[src/rtl/ssprx_pkg.sv]
// Shared constants for the servo status packet receiver: op, status and
// register codes, field widths and register reset values. No dependencies.
package ssprx_pkg;

    localparam int MAX_PAYLOAD_DEF = 16;

    localparam int OP_W     = 2;
    localparam int BYTE_W   = 8;
    localparam int STATUS_W = 2;
    localparam int ID_W     = 8;
    localparam int PLEN_W   = 5;
    localparam int TICK_W   = 16;
    localparam int CFG_IDX_W  = 2;
    localparam int CFG_DATA_W = 16;

    localparam logic [OP_W-1:0] OP_START = 2'd0;
    localparam logic [OP_W-1:0] OP_BYTE  = 2'd1;
    localparam logic [OP_W-1:0] OP_TICK  = 2'd2;

    localparam logic [STATUS_W-1:0] ST_OK       = 2'd0;
    localparam logic [STATUS_W-1:0] ST_TIMEOUT  = 2'd1;
    localparam logic [STATUS_W-1:0] ST_MISMATCH = 2'd2;
    localparam logic [STATUS_W-1:0] ST_CHECKSUM = 2'd3;

    localparam logic [CFG_IDX_W-1:0] CFG_EXPECTED_ID   = 2'd0;
    localparam logic [CFG_IDX_W-1:0] CFG_PAYLOAD_LEN   = 2'd1;
    localparam logic [CFG_IDX_W-1:0] CFG_TIMEOUT_TICKS = 2'd2;

    localparam logic [ID_W-1:0]   EXPECTED_ID_RST   = 8'd1;
    localparam logic [PLEN_W-1:0] PAYLOAD_LEN_RST   = 5'd2;
    localparam logic [TICK_W-1:0] TIMEOUT_TICKS_RST = 16'd1000;

    localparam logic [BYTE_W-1:0] SYNC_BYTE = 8'hFF;

endpackage

[src/rtl/servo_status_packet_receiver_core.sv]
// Servo status frame receiver: the parser takes one item per cycle while s_tready
// is high; it stalls while the job queue is full or a good frame is emitted. A
// status item passes via the job queue to the output register; a good frame reads
// its payload bytes one by one from the registered payload RAM into the output
// register, and input stalls until the last is presented. Synchronous active-low
// reset idles the receiver and restores register defaults; the payload RAM is kept.
module servo_status_packet_receiver_core #(
    parameter int MAX_PAYLOAD = ssprx_pkg::MAX_PAYLOAD_DEF
) (
    input  logic                              aclk,
    input  logic                              aresetn,
    input  logic                              s_tvalid,
    output logic                              s_tready,
    input  logic [7:0]                        s_tdata,   // [7:0] byte_in
    input  logic [ssprx_pkg::OP_W-1:0]        s_tuser,   // [1:0] op
    output logic                              m_tvalid,
    input  logic                              m_tready,
    output logic [7:0]                        m_tdata,   // [7:0] data_byte
    output logic [ssprx_pkg::STATUS_W-1:0]    m_tuser,   // [1:0] status
    output logic                              m_tlast,
    input  logic                              cfg_valid,
    output logic                              cfg_ready,
    input  logic [ssprx_pkg::CFG_IDX_W-1:0]   cfg_index,
    input  logic [ssprx_pkg::CFG_DATA_W-1:0]  cfg_data
);

    import ssprx_pkg::*;

    localparam int LW = $clog2(MAX_PAYLOAD + 1);
    localparam int AW = (MAX_PAYLOAD > 1) ? $clog2(MAX_PAYLOAD) : 1;
    localparam int JW = STATUS_W + LW;

    logic [ID_W-1:0]     expected_id_reg;
    logic [PLEN_W-1:0]   payload_len_reg;
    logic [TICK_W-1:0]   timeout_ticks_reg;

    logic                job_full;
    logic                job_empty;
    logic                job_push;
    logic                job_pop;
    logic [STATUS_W-1:0] push_status;
    logic [LW-1:0]       push_len;
    logic [JW-1:0]       pop_data;
    logic                emit_done;
    logic                ram_we;
    logic [AW-1:0]       ram_waddr;
    logic [BYTE_W-1:0]   ram_wdata;
    logic [AW-1:0]       ram_raddr;
    logic [BYTE_W-1:0]   ram_rdata;

    assign cfg_ready = 1'b1;

    always_ff @(posedge aclk) begin
        if (!aresetn) begin
            expected_id_reg   <= EXPECTED_ID_RST;
            payload_len_reg   <= PAYLOAD_LEN_RST;
            timeout_ticks_reg <= TIMEOUT_TICKS_RST;
        end else if (cfg_valid) begin
            if (cfg_index == CFG_EXPECTED_ID) begin
                expected_id_reg <= cfg_data[ID_W-1:0];
            end
            if (cfg_index == CFG_PAYLOAD_LEN) begin
                payload_len_reg <= cfg_data[PLEN_W-1:0];
            end
            if (cfg_index == CFG_TIMEOUT_TICKS) begin
                timeout_ticks_reg <= cfg_data[TICK_W-1:0];
            end
        end
    end

    ssprx_front #(
        .MAX_PAYLOAD (MAX_PAYLOAD)
    ) u_front (
        .aclk          (aclk),
        .aresetn       (aresetn),
        .s_tvalid      (s_tvalid),
        .s_tready      (s_tready),
        .op            (s_tuser),
        .byte_in       (s_tdata),
        .expected_id   (expected_id_reg),
        .payload_len   (payload_len_reg),
        .timeout_ticks (timeout_ticks_reg),
        .job_full      (job_full),
        .job_push      (job_push),
        .job_status    (push_status),
        .job_len       (push_len),
        .emit_done     (emit_done),
        .ram_we        (ram_we),
        .ram_waddr     (ram_waddr),
        .ram_wdata     (ram_wdata)
    );

    ssprx_fifo #(
        .WIDTH (JW)
    ) u_fifo (
        .aclk      (aclk),
        .aresetn   (aresetn),
        .push      (job_push),
        .push_data ({push_len, push_status}),
        .pop       (job_pop),
        .pop_data  (pop_data),
        .full      (job_full),
        .empty     (job_empty)
    );

    ssprx_ram #(
        .WIDTH (BYTE_W),
        .DEPTH (MAX_PAYLOAD)
    ) u_ram (
        .aclk  (aclk),
        .we    (ram_we),
        .waddr (ram_waddr),
        .wdata (ram_wdata),
        .raddr (ram_raddr),
        .rdata (ram_rdata)
    );

    ssprx_back #(
        .MAX_PAYLOAD (MAX_PAYLOAD)
    ) u_back (
        .aclk       (aclk),
        .aresetn    (aresetn),
        .job_valid  (!job_empty),
        .job_status (pop_data[STATUS_W-1:0]),
        .job_len    (pop_data[JW-1:STATUS_W]),
        .job_pop    (job_pop),
        .ram_raddr  (ram_raddr),
        .ram_rdata  (ram_rdata),
        .emit_done  (emit_done),
        .m_tvalid   (m_tvalid),
        .m_tready   (m_tready),
        .m_tdata    (m_tdata),
        .m_tuser    (m_tuser),
        .m_tlast    (m_tlast)
    );

endmodule

[src/rtl/ssprx_ram.sv]
// Generic single-write, single-read RAM with registered read data.
// No dependencies.
module ssprx_ram #(
    parameter int WIDTH = 8,
    parameter int DEPTH = 16,
    localparam int AW = (DEPTH > 1) ? $clog2(DEPTH) : 1
) (
    input  logic             aclk,
    input  logic             we,
    input  logic [AW-1:0]    waddr,
    input  logic [WIDTH-1:0] wdata,
    input  logic [AW-1:0]    raddr,
    output logic [WIDTH-1:0] rdata
);

    logic [WIDTH-1:0] mem [DEPTH];
    logic [WIDTH-1:0] rdata_reg;

    always_ff @(posedge aclk) begin
        if (we) begin
            mem[waddr] <= wdata;
        end
        rdata_reg <= mem[raddr];
    end

    assign rdata = rdata_reg;

endmodule

[src/rtl/ssprx_fifo.sv]
// Two-entry job queue between the frame parser and the result emitter.
// No dependencies.
module ssprx_fifo #(
    parameter int WIDTH = 8
) (
    input  logic             aclk,
    input  logic             aresetn,
    input  logic             push,
    input  logic [WIDTH-1:0] push_data,
    input  logic             pop,
    output logic [WIDTH-1:0] pop_data,
    output logic             full,
    output logic             empty
);

    logic [WIDTH-1:0] mem_reg [2];
    logic             wr_ptr_reg;
    logic             rd_ptr_reg;
    logic [1:0]       count_reg;

    always_ff @(posedge aclk) begin
        if (!aresetn) begin
            wr_ptr_reg <= 1'b0;
            rd_ptr_reg <= 1'b0;
            count_reg  <= 2'd0;
        end else begin
            if (push) begin
                mem_reg[wr_ptr_reg] <= push_data;
                wr_ptr_reg          <= ~wr_ptr_reg;
            end
            if (pop) begin
                rd_ptr_reg <= ~rd_ptr_reg;
            end
            count_reg <= count_reg + {1'b0, push} - {1'b0, pop};
        end
    end

    assign pop_data = mem_reg[rd_ptr_reg];
    assign full     = (count_reg == 2'd2);
    assign empty    = (count_reg == 2'd0);

    assert property (@(posedge aclk) disable iff (!aresetn) push |-> !full)
        else $error("job pushed into full queue");
    assert property (@(posedge aclk) disable iff (!aresetn) pop |-> !empty)
        else $error("job popped from empty queue");
    assert property (@(posedge aclk) disable iff (!aresetn) count_reg != 2'd3)
        else $error("queue count out of range");

endmodule

[src/rtl/ssprx_front.sv]
// Frame parser: accepts stream items, tracks header, checksum and timer,
// fills the payload RAM and queues one job per finished frame. Uses ssprx_pkg.
module ssprx_front #(
    parameter int MAX_PAYLOAD = 16,
    localparam int LW = $clog2(MAX_PAYLOAD + 1),
    localparam int AW = (MAX_PAYLOAD > 1) ? $clog2(MAX_PAYLOAD) : 1
) (
    input  logic                               aclk,
    input  logic                               aresetn,
    input  logic                               s_tvalid,
    output logic                               s_tready,
    input  logic [ssprx_pkg::OP_W-1:0]         op,
    input  logic [ssprx_pkg::BYTE_W-1:0]       byte_in,
    input  logic [ssprx_pkg::ID_W-1:0]         expected_id,
    input  logic [ssprx_pkg::PLEN_W-1:0]       payload_len,
    input  logic [ssprx_pkg::TICK_W-1:0]       timeout_ticks,
    input  logic                               job_full,
    output logic                               job_push,
    output logic [ssprx_pkg::STATUS_W-1:0]     job_status,
    output logic [LW-1:0]                      job_len,
    input  logic                               emit_done,
    output logic                               ram_we,
    output logic [AW-1:0]                      ram_waddr,
    output logic [ssprx_pkg::BYTE_W-1:0]       ram_wdata
);

    import ssprx_pkg::*;

    localparam int CW = $clog2(MAX_PAYLOAD + 5);

    logic              receiving_reg, receiving_next;
    logic [CW-1:0]     count_reg, count_next;
    logic              mismatch_reg, mismatch_next;
    logic [BYTE_W-1:0] sum_reg, sum_next;
    logic [TICK_W-1:0] tick_reg, tick_next;
    logic              ok_pending_reg, ok_pending_next;
    logic              accept;
    logic [LW-1:0]     len;
    logic              frame_end;

    always_comb begin
        if (payload_len == '0) begin
            len = LW'(1);
        end else if (32'(payload_len) > 32'(MAX_PAYLOAD)) begin
            len = LW'(MAX_PAYLOAD);
        end else begin
            len = LW'(payload_len);
        end
    end

    assign s_tready  = !job_full && !ok_pending_reg;
    assign accept    = s_tvalid && s_tready;
    assign frame_end = (32'(count_reg) >= 32'(len) + 32'd4);
    assign ram_waddr = AW'(count_reg - CW'(4));
    assign ram_wdata = byte_in;
    assign job_len   = len;

    always_comb begin
        receiving_next  = receiving_reg;
        count_next      = count_reg;
        mismatch_next   = mismatch_reg;
        sum_next        = sum_reg;
        tick_next       = tick_reg;
        ok_pending_next = ok_pending_reg && !emit_done;
        job_push        = 1'b0;
        job_status      = ST_OK;
        ram_we          = 1'b0;
        if (accept) begin
            priority if (op == OP_START) begin
                receiving_next = 1'b1;
                count_next     = '0;
                mismatch_next  = 1'b0;
                sum_next       = '0;
                tick_next      = '0;
            end else if (receiving_reg && op == OP_TICK) begin
                if (tick_reg >= timeout_ticks) begin
                    receiving_next = 1'b0;
                    job_push       = 1'b1;
                    job_status     = ST_TIMEOUT;
                end else begin
                    tick_next = tick_reg + TICK_W'(1);
                end
            end else if (receiving_reg && op == OP_BYTE) begin
                if (frame_end) begin
                    receiving_next = 1'b0;
                    job_push       = 1'b1;
                    priority if (mismatch_reg) begin
                        job_status = ST_MISMATCH;
                    end else if (byte_in != ~sum_reg) begin
                        job_status = ST_CHECKSUM;
                    end else begin
                        job_status      = ST_OK;
                        ok_pending_next = 1'b1;
                    end
                end else begin
                    count_next = count_reg + CW'(1);
                    if (count_reg < CW'(2)) begin
                        if (byte_in != SYNC_BYTE) begin
                            mismatch_next = 1'b1;
                        end
                    end else begin
                        sum_next = sum_reg + byte_in;
                        if (count_reg == CW'(2)) begin
                            if (byte_in != expected_id) begin
                                mismatch_next = 1'b1;
                            end
                        end else if (count_reg == CW'(3)) begin
                            if ({1'b0, byte_in} != 9'(len) + 9'd1) begin
                                mismatch_next = 1'b1;
                            end
                        end else begin
                            ram_we = 1'b1;
                        end
                    end
                end
            end else begin
                receiving_next = receiving_reg;
            end
        end
    end

    always_ff @(posedge aclk) begin
        if (!aresetn) begin
            receiving_reg  <= 1'b0;
            count_reg      <= '0;
            mismatch_reg   <= 1'b0;
            sum_reg        <= '0;
            tick_reg       <= '0;
            ok_pending_reg <= 1'b0;
        end else begin
            receiving_reg  <= receiving_next;
            count_reg      <= count_next;
            mismatch_reg   <= mismatch_next;
            sum_reg        <= sum_next;
            tick_reg       <= tick_next;
            ok_pending_reg <= ok_pending_next;
        end
    end

    assert property (@(posedge aclk) disable iff (!aresetn)
        ok_pending_reg |-> !s_tready)
        else $error("item accepted while payload still being emitted");
    assert property (@(posedge aclk) disable iff (!aresetn)
        job_push |=> !receiving_reg)
        else $error("receiver still armed after frame result");
    assert property (@(posedge aclk) disable iff (!aresetn)
        ram_we |-> (count_reg >= CW'(4)) && !frame_end)
        else $error("payload write outside payload positions");

endmodule

[src/rtl/ssprx_back.sv]
// Result emitter: takes queued jobs, sends a lone status item or walks the
// payload RAM into the output register. Uses ssprx_pkg.
module ssprx_back #(
    parameter int MAX_PAYLOAD = 16,
    localparam int LW = $clog2(MAX_PAYLOAD + 1),
    localparam int AW = (MAX_PAYLOAD > 1) ? $clog2(MAX_PAYLOAD) : 1
) (
    input  logic                            aclk,
    input  logic                            aresetn,
    input  logic                            job_valid,
    input  logic [ssprx_pkg::STATUS_W-1:0]  job_status,
    input  logic [LW-1:0]                   job_len,
    output logic                            job_pop,
    output logic [AW-1:0]                   ram_raddr,
    input  logic [ssprx_pkg::BYTE_W-1:0]    ram_rdata,
    output logic                            emit_done,
    output logic                            m_tvalid,
    input  logic                            m_tready,
    output logic [ssprx_pkg::BYTE_W-1:0]    m_tdata,
    output logic [ssprx_pkg::STATUS_W-1:0]  m_tuser,
    output logic                            m_tlast
);

    import ssprx_pkg::*;

    typedef enum logic [1:0] {
        BK_IDLE,
        BK_READ,
        BK_LOAD
    } bk_state_t;

    bk_state_t           state_reg;
    logic [AW-1:0]       idx_reg;
    logic [LW-1:0]       len_reg;
    logic                done_reg;
    logic                m_tvalid_reg;
    logic [BYTE_W-1:0]   m_tdata_reg;
    logic [STATUS_W-1:0] m_tuser_reg;
    logic                m_tlast_reg;
    logic                out_free;
    logic                at_last;
    logic                load_out;

    assign out_free  = !m_tvalid_reg || m_tready;
    assign at_last   = (32'(idx_reg) + 32'd1 >= 32'(len_reg));
    assign job_pop   = (state_reg == BK_IDLE) && job_valid &&
                       (job_status == ST_OK || out_free);
    assign load_out  = ((state_reg == BK_IDLE) && job_pop && (job_status != ST_OK)) ||
                       ((state_reg == BK_LOAD) && out_free);
    assign ram_raddr = idx_reg;

    always_ff @(posedge aclk) begin
        if (!aresetn) begin
            state_reg    <= BK_IDLE;
            m_tvalid_reg <= 1'b0;
            done_reg     <= 1'b0;
        end else begin
            done_reg <= 1'b0;
            if (load_out) begin
                m_tvalid_reg <= 1'b1;
            end else if (m_tready) begin
                m_tvalid_reg <= 1'b0;
            end
            unique case (state_reg)
                BK_IDLE: begin
                    if (job_pop) begin
                        if (job_status == ST_OK) begin
                            idx_reg   <= '0;
                            len_reg   <= job_len;
                            state_reg <= BK_READ;
                        end else begin
                            m_tdata_reg  <= '0;
                            m_tuser_reg  <= job_status;
                            m_tlast_reg  <= 1'b1;
                        end
                    end
                end
                BK_READ: begin
                    state_reg <= BK_LOAD;
                end
                BK_LOAD: begin
                    if (out_free) begin
                        m_tdata_reg  <= ram_rdata;
                        m_tuser_reg  <= ST_OK;
                        m_tlast_reg  <= at_last;
                        if (at_last) begin
                            done_reg  <= 1'b1;
                            state_reg <= BK_IDLE;
                        end else begin
                            idx_reg   <= idx_reg + AW'(1);
                            state_reg <= BK_READ;
                        end
                    end
                end
                default: begin
                    state_reg <= BK_IDLE;
                end
            endcase
        end
    end

    assign emit_done = done_reg;
    assign m_tvalid  = m_tvalid_reg;
    assign m_tdata   = m_tdata_reg;
    assign m_tuser   = m_tuser_reg;
    assign m_tlast   = m_tlast_reg;

    assert property (@(posedge aclk) disable iff (!aresetn)
        m_tvalid_reg && m_tuser_reg != ST_OK |-> m_tlast_reg && m_tdata_reg == '0)
        else $error("error status item not alone or carries data");
    assert property (@(posedge aclk) disable iff (!aresetn)
        done_reg |-> m_tvalid_reg && m_tlast_reg && m_tuser_reg == ST_OK)
        else $error("payload run ended without final item");
    assert property (@(posedge aclk) disable iff (!aresetn)
        state_reg != BK_IDLE |-> !job_pop)
        else $error("job taken while payload run in progress");

endmodule

[config.mk]
export PLATFORM = sky130hd
export DESIGN_NAME = servo_status_packet_receiver_core
export DESIGN_NICKNAME = d
export VERILOG_FILES = /design/src/rtl/ssprx_pkg.sv /design/src/rtl/servo_status_packet_receiver_core.sv /design/src/rtl/ssprx_ram.sv /design/src/rtl/ssprx_fifo.sv /design/src/rtl/ssprx_front.sv /design/src/rtl/ssprx_back.sv
export SDC_FILE = /design/constraint.sdc
export NUM_CORES = 1
export LEC_CHECK = 0
export ABC_AREA = 1
export CORE_ASPECT_RATIO = 1.25
export CORE_UTILIZATION = 35
export CTS_CLUSTER_DIAMETER = 60
export CTS_CLUSTER_SIZE = 20
export DETAILED_ROUTE_END_ITERATION = 12
export DONT_BUFFER_PORTS = 1
export GPL_ROUTABILITY_DRIVEN = 1
export GPL_TIMING_DRIVEN = 0
export HOLD_SLACK_MARGIN = 0.12
export PLACE_DENSITY = 0.47
export SLEW_MARGIN = 20
export SYNTH_ARGS = -nofsm -noshare
export SYNTH_HDL_FRONTEND = slang
export SYNTH_SLANG_ARGS = --single-unit
[constraint.sdc]
create_clock -name aclk -period 4.35 [get_ports aclk]
set_input_delay 0.2175 -clock aclk [delete_from_list [all_inputs] [get_ports aclk]]
set_output_delay 0.2175 -clock aclk [all_outputs]
set_load 0.01 [all_outputs]
==> summary.txt, run 1 <==
Critical path
  • Crit path DAT: 4.07 ns
  • CP startpoint kind: register
  • R2R cell count: 11
  • RR Startpoint: payload_len_reg[4]
  • CP top delay family: simple AND/OR/NAND/NOR gates
  • Most frequent cell on the critical path: nor2_1
  • WS Path Type: reg -> reg
  • Reg2reg end: u_ram.mem[4][4]
  • Critical Path Sink Type: register
  • CP bufs+invs: 2
  • Worst path max stage delay: 0.71 ns
  • CP cell instances: clkbuf_1, nor2_1, ha_1, inv_1, ha_1, a21o_1, a21oi_1, nand3_2, nor2_1, nand2_1, nor2_1
  • Slowest CP cell: nor2_1
  • Max FO, Critical Path: 8
  • Reg2Reg Setup Slack: about 0.42 ns
  • CP Data Required Time: around 4.5 ns

Global routing
  • Vias in the first global route: 8068
  • GRT overflow: 0
  • Largest net degree at the start of global routing: 22
  • Initial antenna violation count: 3
  • First-pass GRT wire length: ~46000 um
  • Tot GR Track Use: between 10% and 20%

Die
  • Die height: a little over 200 um
  • I/O pins: 47
  • Core ar.: between 30000 and 40000 um2
  • Die Wd: 162 um
  • Row cnt: 73
  • Die area: 32900 um2
  • Starting Density: 35.5%

Logic synthesis
  • Synth area leaders: edfxtp_1 (43%), dfxtp_1 (14%), nand2_1 (4.9%)
  • Post-synth EDFFs: approximately 160
  • Post-synth top cells: edfxtp_1 (162), nand2_1 (148), inv_1 (132)
  • Syn_nets: 1199
  • #FFs+latches synth: between 200 and 250
  • Sequential area share after synthesis: roughly 57%
  • Ys async rst share: 0%
  • Count leader, synth: edfxtp_1
  • Syn Area/Cell: 10.0 um2
  • Post-synthesis cell area: around 11000 um2
  • Yosys warnings: 0
  • Syn Inst Count: roughly 1100
  • Top_reg_cell synth: edfxtp_1
  • Area leader, netlist: edfxtp_1
  • Synth top area share: a little over two fifths
  • Netlist cell types: 48

Finish
  • Final instance area: 12900 um2
  • Ant diodes: 0
  • Storage cell area: 6430 um2
  • Fraction of layout cells with a size suffix above 1: just under 8%
  • Final cell utilization of the core: 40.7%
  • Largest register FFs: ~130
  • Fill count: just over 3000
  • Layout Nets: roughly 1300
  • Synthesis-to-layout area growth: 14.7%
  • Footprint of the multi-input gates: 4100 um2

STA
  • RSZ-0062 raised after global routing: no
  • Max Slew Vio Count: 0
  • Worst slew margin: ~28%
  • Max Freq: about 250 MHz
  • Final Hold Vio Count: 0
  • Worst Setup Slack, final: 0.421 ns
  • Final Critical Period: 3.93 ns
  • WHS: 0.149 ns
  • Setup violators final: 0
  • Worst-Margin Slew: 1.08 ns
  • Final Cycle Share: between 90% and 100%
  • Final setup TNS: 0 ns
  • Clock Skew: 0.0209 ns

Drt
  • DR vias/cell: 4.89
  • Mean routed wirelength per cell: 18.3 um
  • Antenna viol nets, final: 0
  • TritonRoute pass-1 iters: 5
  • Routed length on met2: 15300 um
  • Residual DRC: 0
  • Final wirelength: 29500 um
  • Met1 wire length: ~12000 um
  • Top Layer Used: met4
  • Initial DRC count: between 400 and 500
  • Vias: a little under 8000
  • DR WL met3: 1100 um

Clock network
  • # H-tree levels: 1
  • Post-CTS Setup Repair Bufs: 0
  • CTS tree: built
  • Worst-Skew Late Latency: 0.52 ns
  • Clock Pin Slew Worst Setup and Hold Paths: ~0.080 ns
  • CTS Buf Count: 21
  • Root buffer cell: clkbuf_16
  • CTS sink count: 240
  • Clock Path Buffers: 3

Power and ir drop
  • VDD IR-drop max: roughly 0.00038 V
  • Leak: 4.83 nW
  • Power Density: 383 nW/um2

Place
  • DP Worst Slack: 0.429 ns
  • GPL Wtd Cong: a little under 0.9
  • Hpwl dp: 20600 um
  • Post-Place Cell Area: about 12000 um2
  • Port bufs: 0

Status
  • Status: completed

Hold path
  • Hold Crit Class: in -> reg
  • Worst Hold Endpoint: payload_len_reg[2]
  • Hold Crit Depth: 4
  • Launch point of the worst hold path: cfg_index[1]

Flow run
  • Max-Cap Viols: 0
-- report_power, final --
part           internal, mW  switching, mW  total, mW
sequential             2.50         0.0397       2.54
clock                 0.984          0.934       1.92
combinational         0.172          0.317      0.488
total                  3.66           1.29       4.95
-- tightest hold or removal path, cell delays in order --
cell,delay [ns]
inv_1,0.04
nand3_1,0.17
o21ai_0,0.10
a21oi_1,0.10
-- kinds of logic (layout without fill, tap and decap cells) --
kind of cell,after synthesis,in the layout,share of synthesized area (%)
multiplexers,39,39,3.52
buffers and inverters,187,267,6.53
other,1,1,0.0333
flip-flops,240,240,57.1
AND/OR/NAND/NOR,376,376,15.3
adder cells (fa/ha/maj),44,44,4.96
AO/OA/AOI/OAI,210,210,10.6
XOR/XNOR,25,25,1.95
-- metal layers --
metal | global-route usage (%) | up-vias
met2 | 34.2 | 152
met5 | 0 | -
met4 | 9.30 | 0
met3 | 2.04 | 57
li1 | - | 3979
met1 | 20.8 | 3711
-- how the worst max path moves through the flow --
stage	startpoint	endpoint	slack, ns	cells past startpoint
3_5_place_dp	payload_len_reg[4]	u_ram.mem[4][5]	0.43	11
3_3_place_gp	payload_len_reg[4]	u_ram.mem[6][5]	0.48	11
2_1_floorplan	payload_len_reg[4]	u_fifo.count_reg[1]	1.48	17
6_report	payload_len_reg[4]	u_ram.mem[4][4]	0.42	11
4_1_cts	payload_len_reg[4]	u_ram.mem[4][4]	0.39	11
5_1_grt	payload_len_reg[4]	u_ram.mem[6][4]	0.11	11
-- metrics by stage --
stage               power (mW)  cells
finish                    4.95   1614
global route              5.16   1614
CTS                       5.02   1614
detailed placement        3.04   1534
global placement          3.03   1534
floorplan                 2.92   1122
-- timing repair --
action	4_1_cts	5_1_grt
hold buffers	42	0
endpoints found under the hold margin	177	0
resized for setup	0	0
-- layout by cell type (no fill, tap or decap), types with 6 or more instances in the layout --
cell type	netlist	layout
edfxtp_1	162	162
nand2_1	148	148
inv_1	132	132
nor2_1	108	108
a21oi_1	88	88
dfxtp_1	78	78
o21ai_0	68	68
nand3_1	59	59
ha_1	43	43
dlygate4sd3_1	0	42
o211ai_1	39	39
mux2i_1	34	34
clkbuf_1	27	31
clkbuf_16	0	21
xor2_1	17	17
nand4_1	16	16
nor3_1	13	13
inv_2	12	12
buf_2	8	8
xnor2_1	8	8
nand2_2	6	6
-- cell type report --
cell class	count	area share, %
clock inverters	13	1.37
repair buffers	42	3.26
well taps	412	3.99
clock buffers	25	4.19
flip-flops and latches	240	49.8
multi-input cells	695	31.7
plain buffers	41	1.44
inverters	146	4.25
(Power assumes the default switching activity.)
==> run 2, diff against run 1 <==
- CORE_MARGIN: not set -> 4
- GPL_TIMING_DRIVEN: 0 -> not set
==> summary.txt, run 2 (same netlist as run 1, synthesis figures left out) <==
Status
  • Status: completed

Drt
  • DR vias/cell: approximately 5
  • Initial DRC count: between 400 and 500
  • Vias: ~8000
  • Final wirelength: between 20000 and 30000 um
  • TritonRoute pass-1 iters: 4
  • Residual DRC: 0
  • Met1 wire length: ~11000 um
  • Antenna viol nets, final: 0
  • Top Layer Used: met4
  • Mean routed wirelength per cell: 18.7 um
  • DR WL met3: 1090 um
  • Routed length on met2: between 15000 and 20000 um

Power and ir drop
  • Combinational Power Share: 9.4%
  • Power Density: 387 nW/um2
  • Net Switching: ~1.2 mW
  • VDD IR-drop max: 0.000241 V
  • Leak: 4.73 nW
  • Clock power share: 39.0%
  • Reg power frac: between 50% and 60%
  • Net Sw Frac: around a quarter
  • Int Power: 3.72 mW

STA
  • Worst-Margin Slew: 1.02 ns
  • Final Critical Period: 3.31 ns
  • Clock Skew: 0.0279 ns
  • Final setup TNS: 0 ns
  • Worst Setup Slack, final: 1.04 ns
  • Setup violators final: 0
  • Max Slew Vio Count: 0
  • Max Freq: 302 MHz
  • RSZ-0062 raised after global routing: no
  • Final Hold Vio Count: 0
  • Final Cycle Share: 76.0%
  • Worst slew margin: 31.6%
  • WHS: 0.141 ns

Finish
  • Commonest non-fill, non-tap cell in the layout: edfxtp_1
  • Largest register FFs: 128
  • Storage cell area: 6430 um2
  • Fraction of layout cells with a size suffix above 1: 7.53%
  • Synthesis-to-layout area growth: 13.8%
  • Most frequent cells in the layout: edfxtp_1 (162), nand2_1 (148), inv_1 (132)
  • Final instance area: 12800 um2
  • Footprint of the multi-input gates: 4100 um2
  • Fill count: 3192
  • Layout Nets: around 1200

Place
  • GPL Wtd Cong: 0.769
  • Post-Place Cell Area: ~12000 um2
  • Port bufs: 0
  • Hpwl dp: 19600 um
  • DP Worst Slack: 1.05 ns

Critical path
  • CP bufs+invs: 2
  • Crit path DAT: 3.44 ns
  • CP Data Required Time: about 4.5 ns
  • RR Startpoint: payload_len_reg[0]
  • Reg2Reg Setup Slack: around 1.0 ns
  • Slowest CP cell: nor2_1
  • WS Path Type: reg -> reg
  • CP top delay family: simple AND/OR/NAND/NOR gates
  • R2R cell count: 14
  • Critical Path Sink Type: register
  • CP cell instances: nor2_1, nand3_1, nand2_1, nand2_1, inv_1, ha_1, inv_1, ha_1, a21o_1, a21oi_1, nand3_2, nor2_1, nand2_1, nor2_1
  • Reg2reg end: u_ram.mem[15][5]
  • Worst path max stage delay: just over 0.6 ns
  • Max FO, Critical Path: 8
  • CP startpoint kind: register

Flow run
  • Max-Cap Viols: 0

Die
  • Core ar.: 31800 um2
  • Die area: roughly 35000 um2
  • Die Wd: 168 um
  • Die height: approximately 210 um
  • I/O pins: 47
  • Starting Density: 35.4%
  • Row cnt: 73

Global routing
  • First-pass GRT wire length: roughly 46000 um
  • Vias in the first global route: 7771
  • Largest net degree at the start of global routing: 51
  • Tot GR Track Use: 16.7%
  • Initial antenna violation count: 4
  • GRT overflow: 0

Hold path
  • Hold Crit Class: in -> reg
  • Launch point of the worst hold path: aresetn
  • Hold Crit Depth: 3

Clock network
  • Worst-Skew Late Latency: 0.51 ns
  • Post-CTS Setup Repair Bufs: 0
  • Clock Path Buffers: 3
  • Hold-fix buffers at CTS: 46
  • Clock Pin Slew Worst Setup and Hold Paths: 0.08 ns
  • CTS sink count: 240
  • Root buffer cell: clkbuf_16
  • CTS Buf Count: 19
  • CTS tree: built
  • # H-tree levels: 1
  • PostCTS Resize Cnt: 0
==> run 2: cell types whose count changed in the layout (fill, tap and decap cells not counted), sizes merged <==
cell         change
buf              -5
bufinv           +2
clkbuf          -29
clkinv           -4
clkinvlp         +1
diode            +1
dlygate4sd3      +3
inv              -1
==> run 2: worst register-to-register path: cells and delay by family (launching register included) <==
family,cells,cell delay [ns]
buffers and inverters,2,0.11
and+or+nand+nor,8,1.59
adders and majority gates,2,0.55
AOI/OAI and AO/OA,2,0.31
DFF,1,0.37
==> run 2: worst max path at each step <==
stage / from / endpoint / slack, ns / cells past startpoint
final: payload_len_reg[0] / u_ram.mem[15][5] / 1.04 / 14
after floorplan: payload_len_reg[4] / u_fifo.count_reg[1] / 1.48 / 17
after global placement: payload_len_reg[4] / u_ram.mem[5][6] / 1.10 / 11
after global routing: payload_len_reg[1] / u_ram.mem[5][2] / 0.71 / 14
after detailed placement: payload_len_reg[4] / u_ram.mem[15][6] / 1.05 / 11
after CTS: payload_len_reg[4] / u_ram.mem[15][5] / 1.02 / 11
==> run 2: power groups by stage <==
stage               Combinational (mW)  Sequential (mW)  Clock, mW
global route                     0.526             2.57       2.08
global placement                 0.404             2.61          0
finish                           0.466             2.56       1.93
floorplan                        0.329             2.59          0
CTS                              0.474             2.56       1.99
detailed placement               0.404             2.61          0
==> run 2: layout make-up <==
type | instances | share of cell area, %
inverter | 146 | 4.28
multi-input combinational | 695 | 32.0
timing repair buffer | 54 | 4.14
clock inverter | 11 | 1.38
tap | 412 | 4.02
sequential | 240 | 50.2
antenna | 1 | 0.0195
clock buffer | 23 | 4.00
==> run 2: metrics by stage <==
step	cells	utilization, %	total power [mW]
after floorplan	1122	-	2.92
after global placement	1501	36.6	3.01
after detailed placement	1501	36.6	3.01
after CTS	1581	40.3	5.02
after global routing	1582	40.3	5.18
final	1582	40.3	4.96
==> run 2: routing by layer <==
layer	GRT usage, %	vias up
li1	-	3921
met1	19.4	3763
met2	32.5	125
met3	2.07	37
met4	3.67	0
met5	0	-
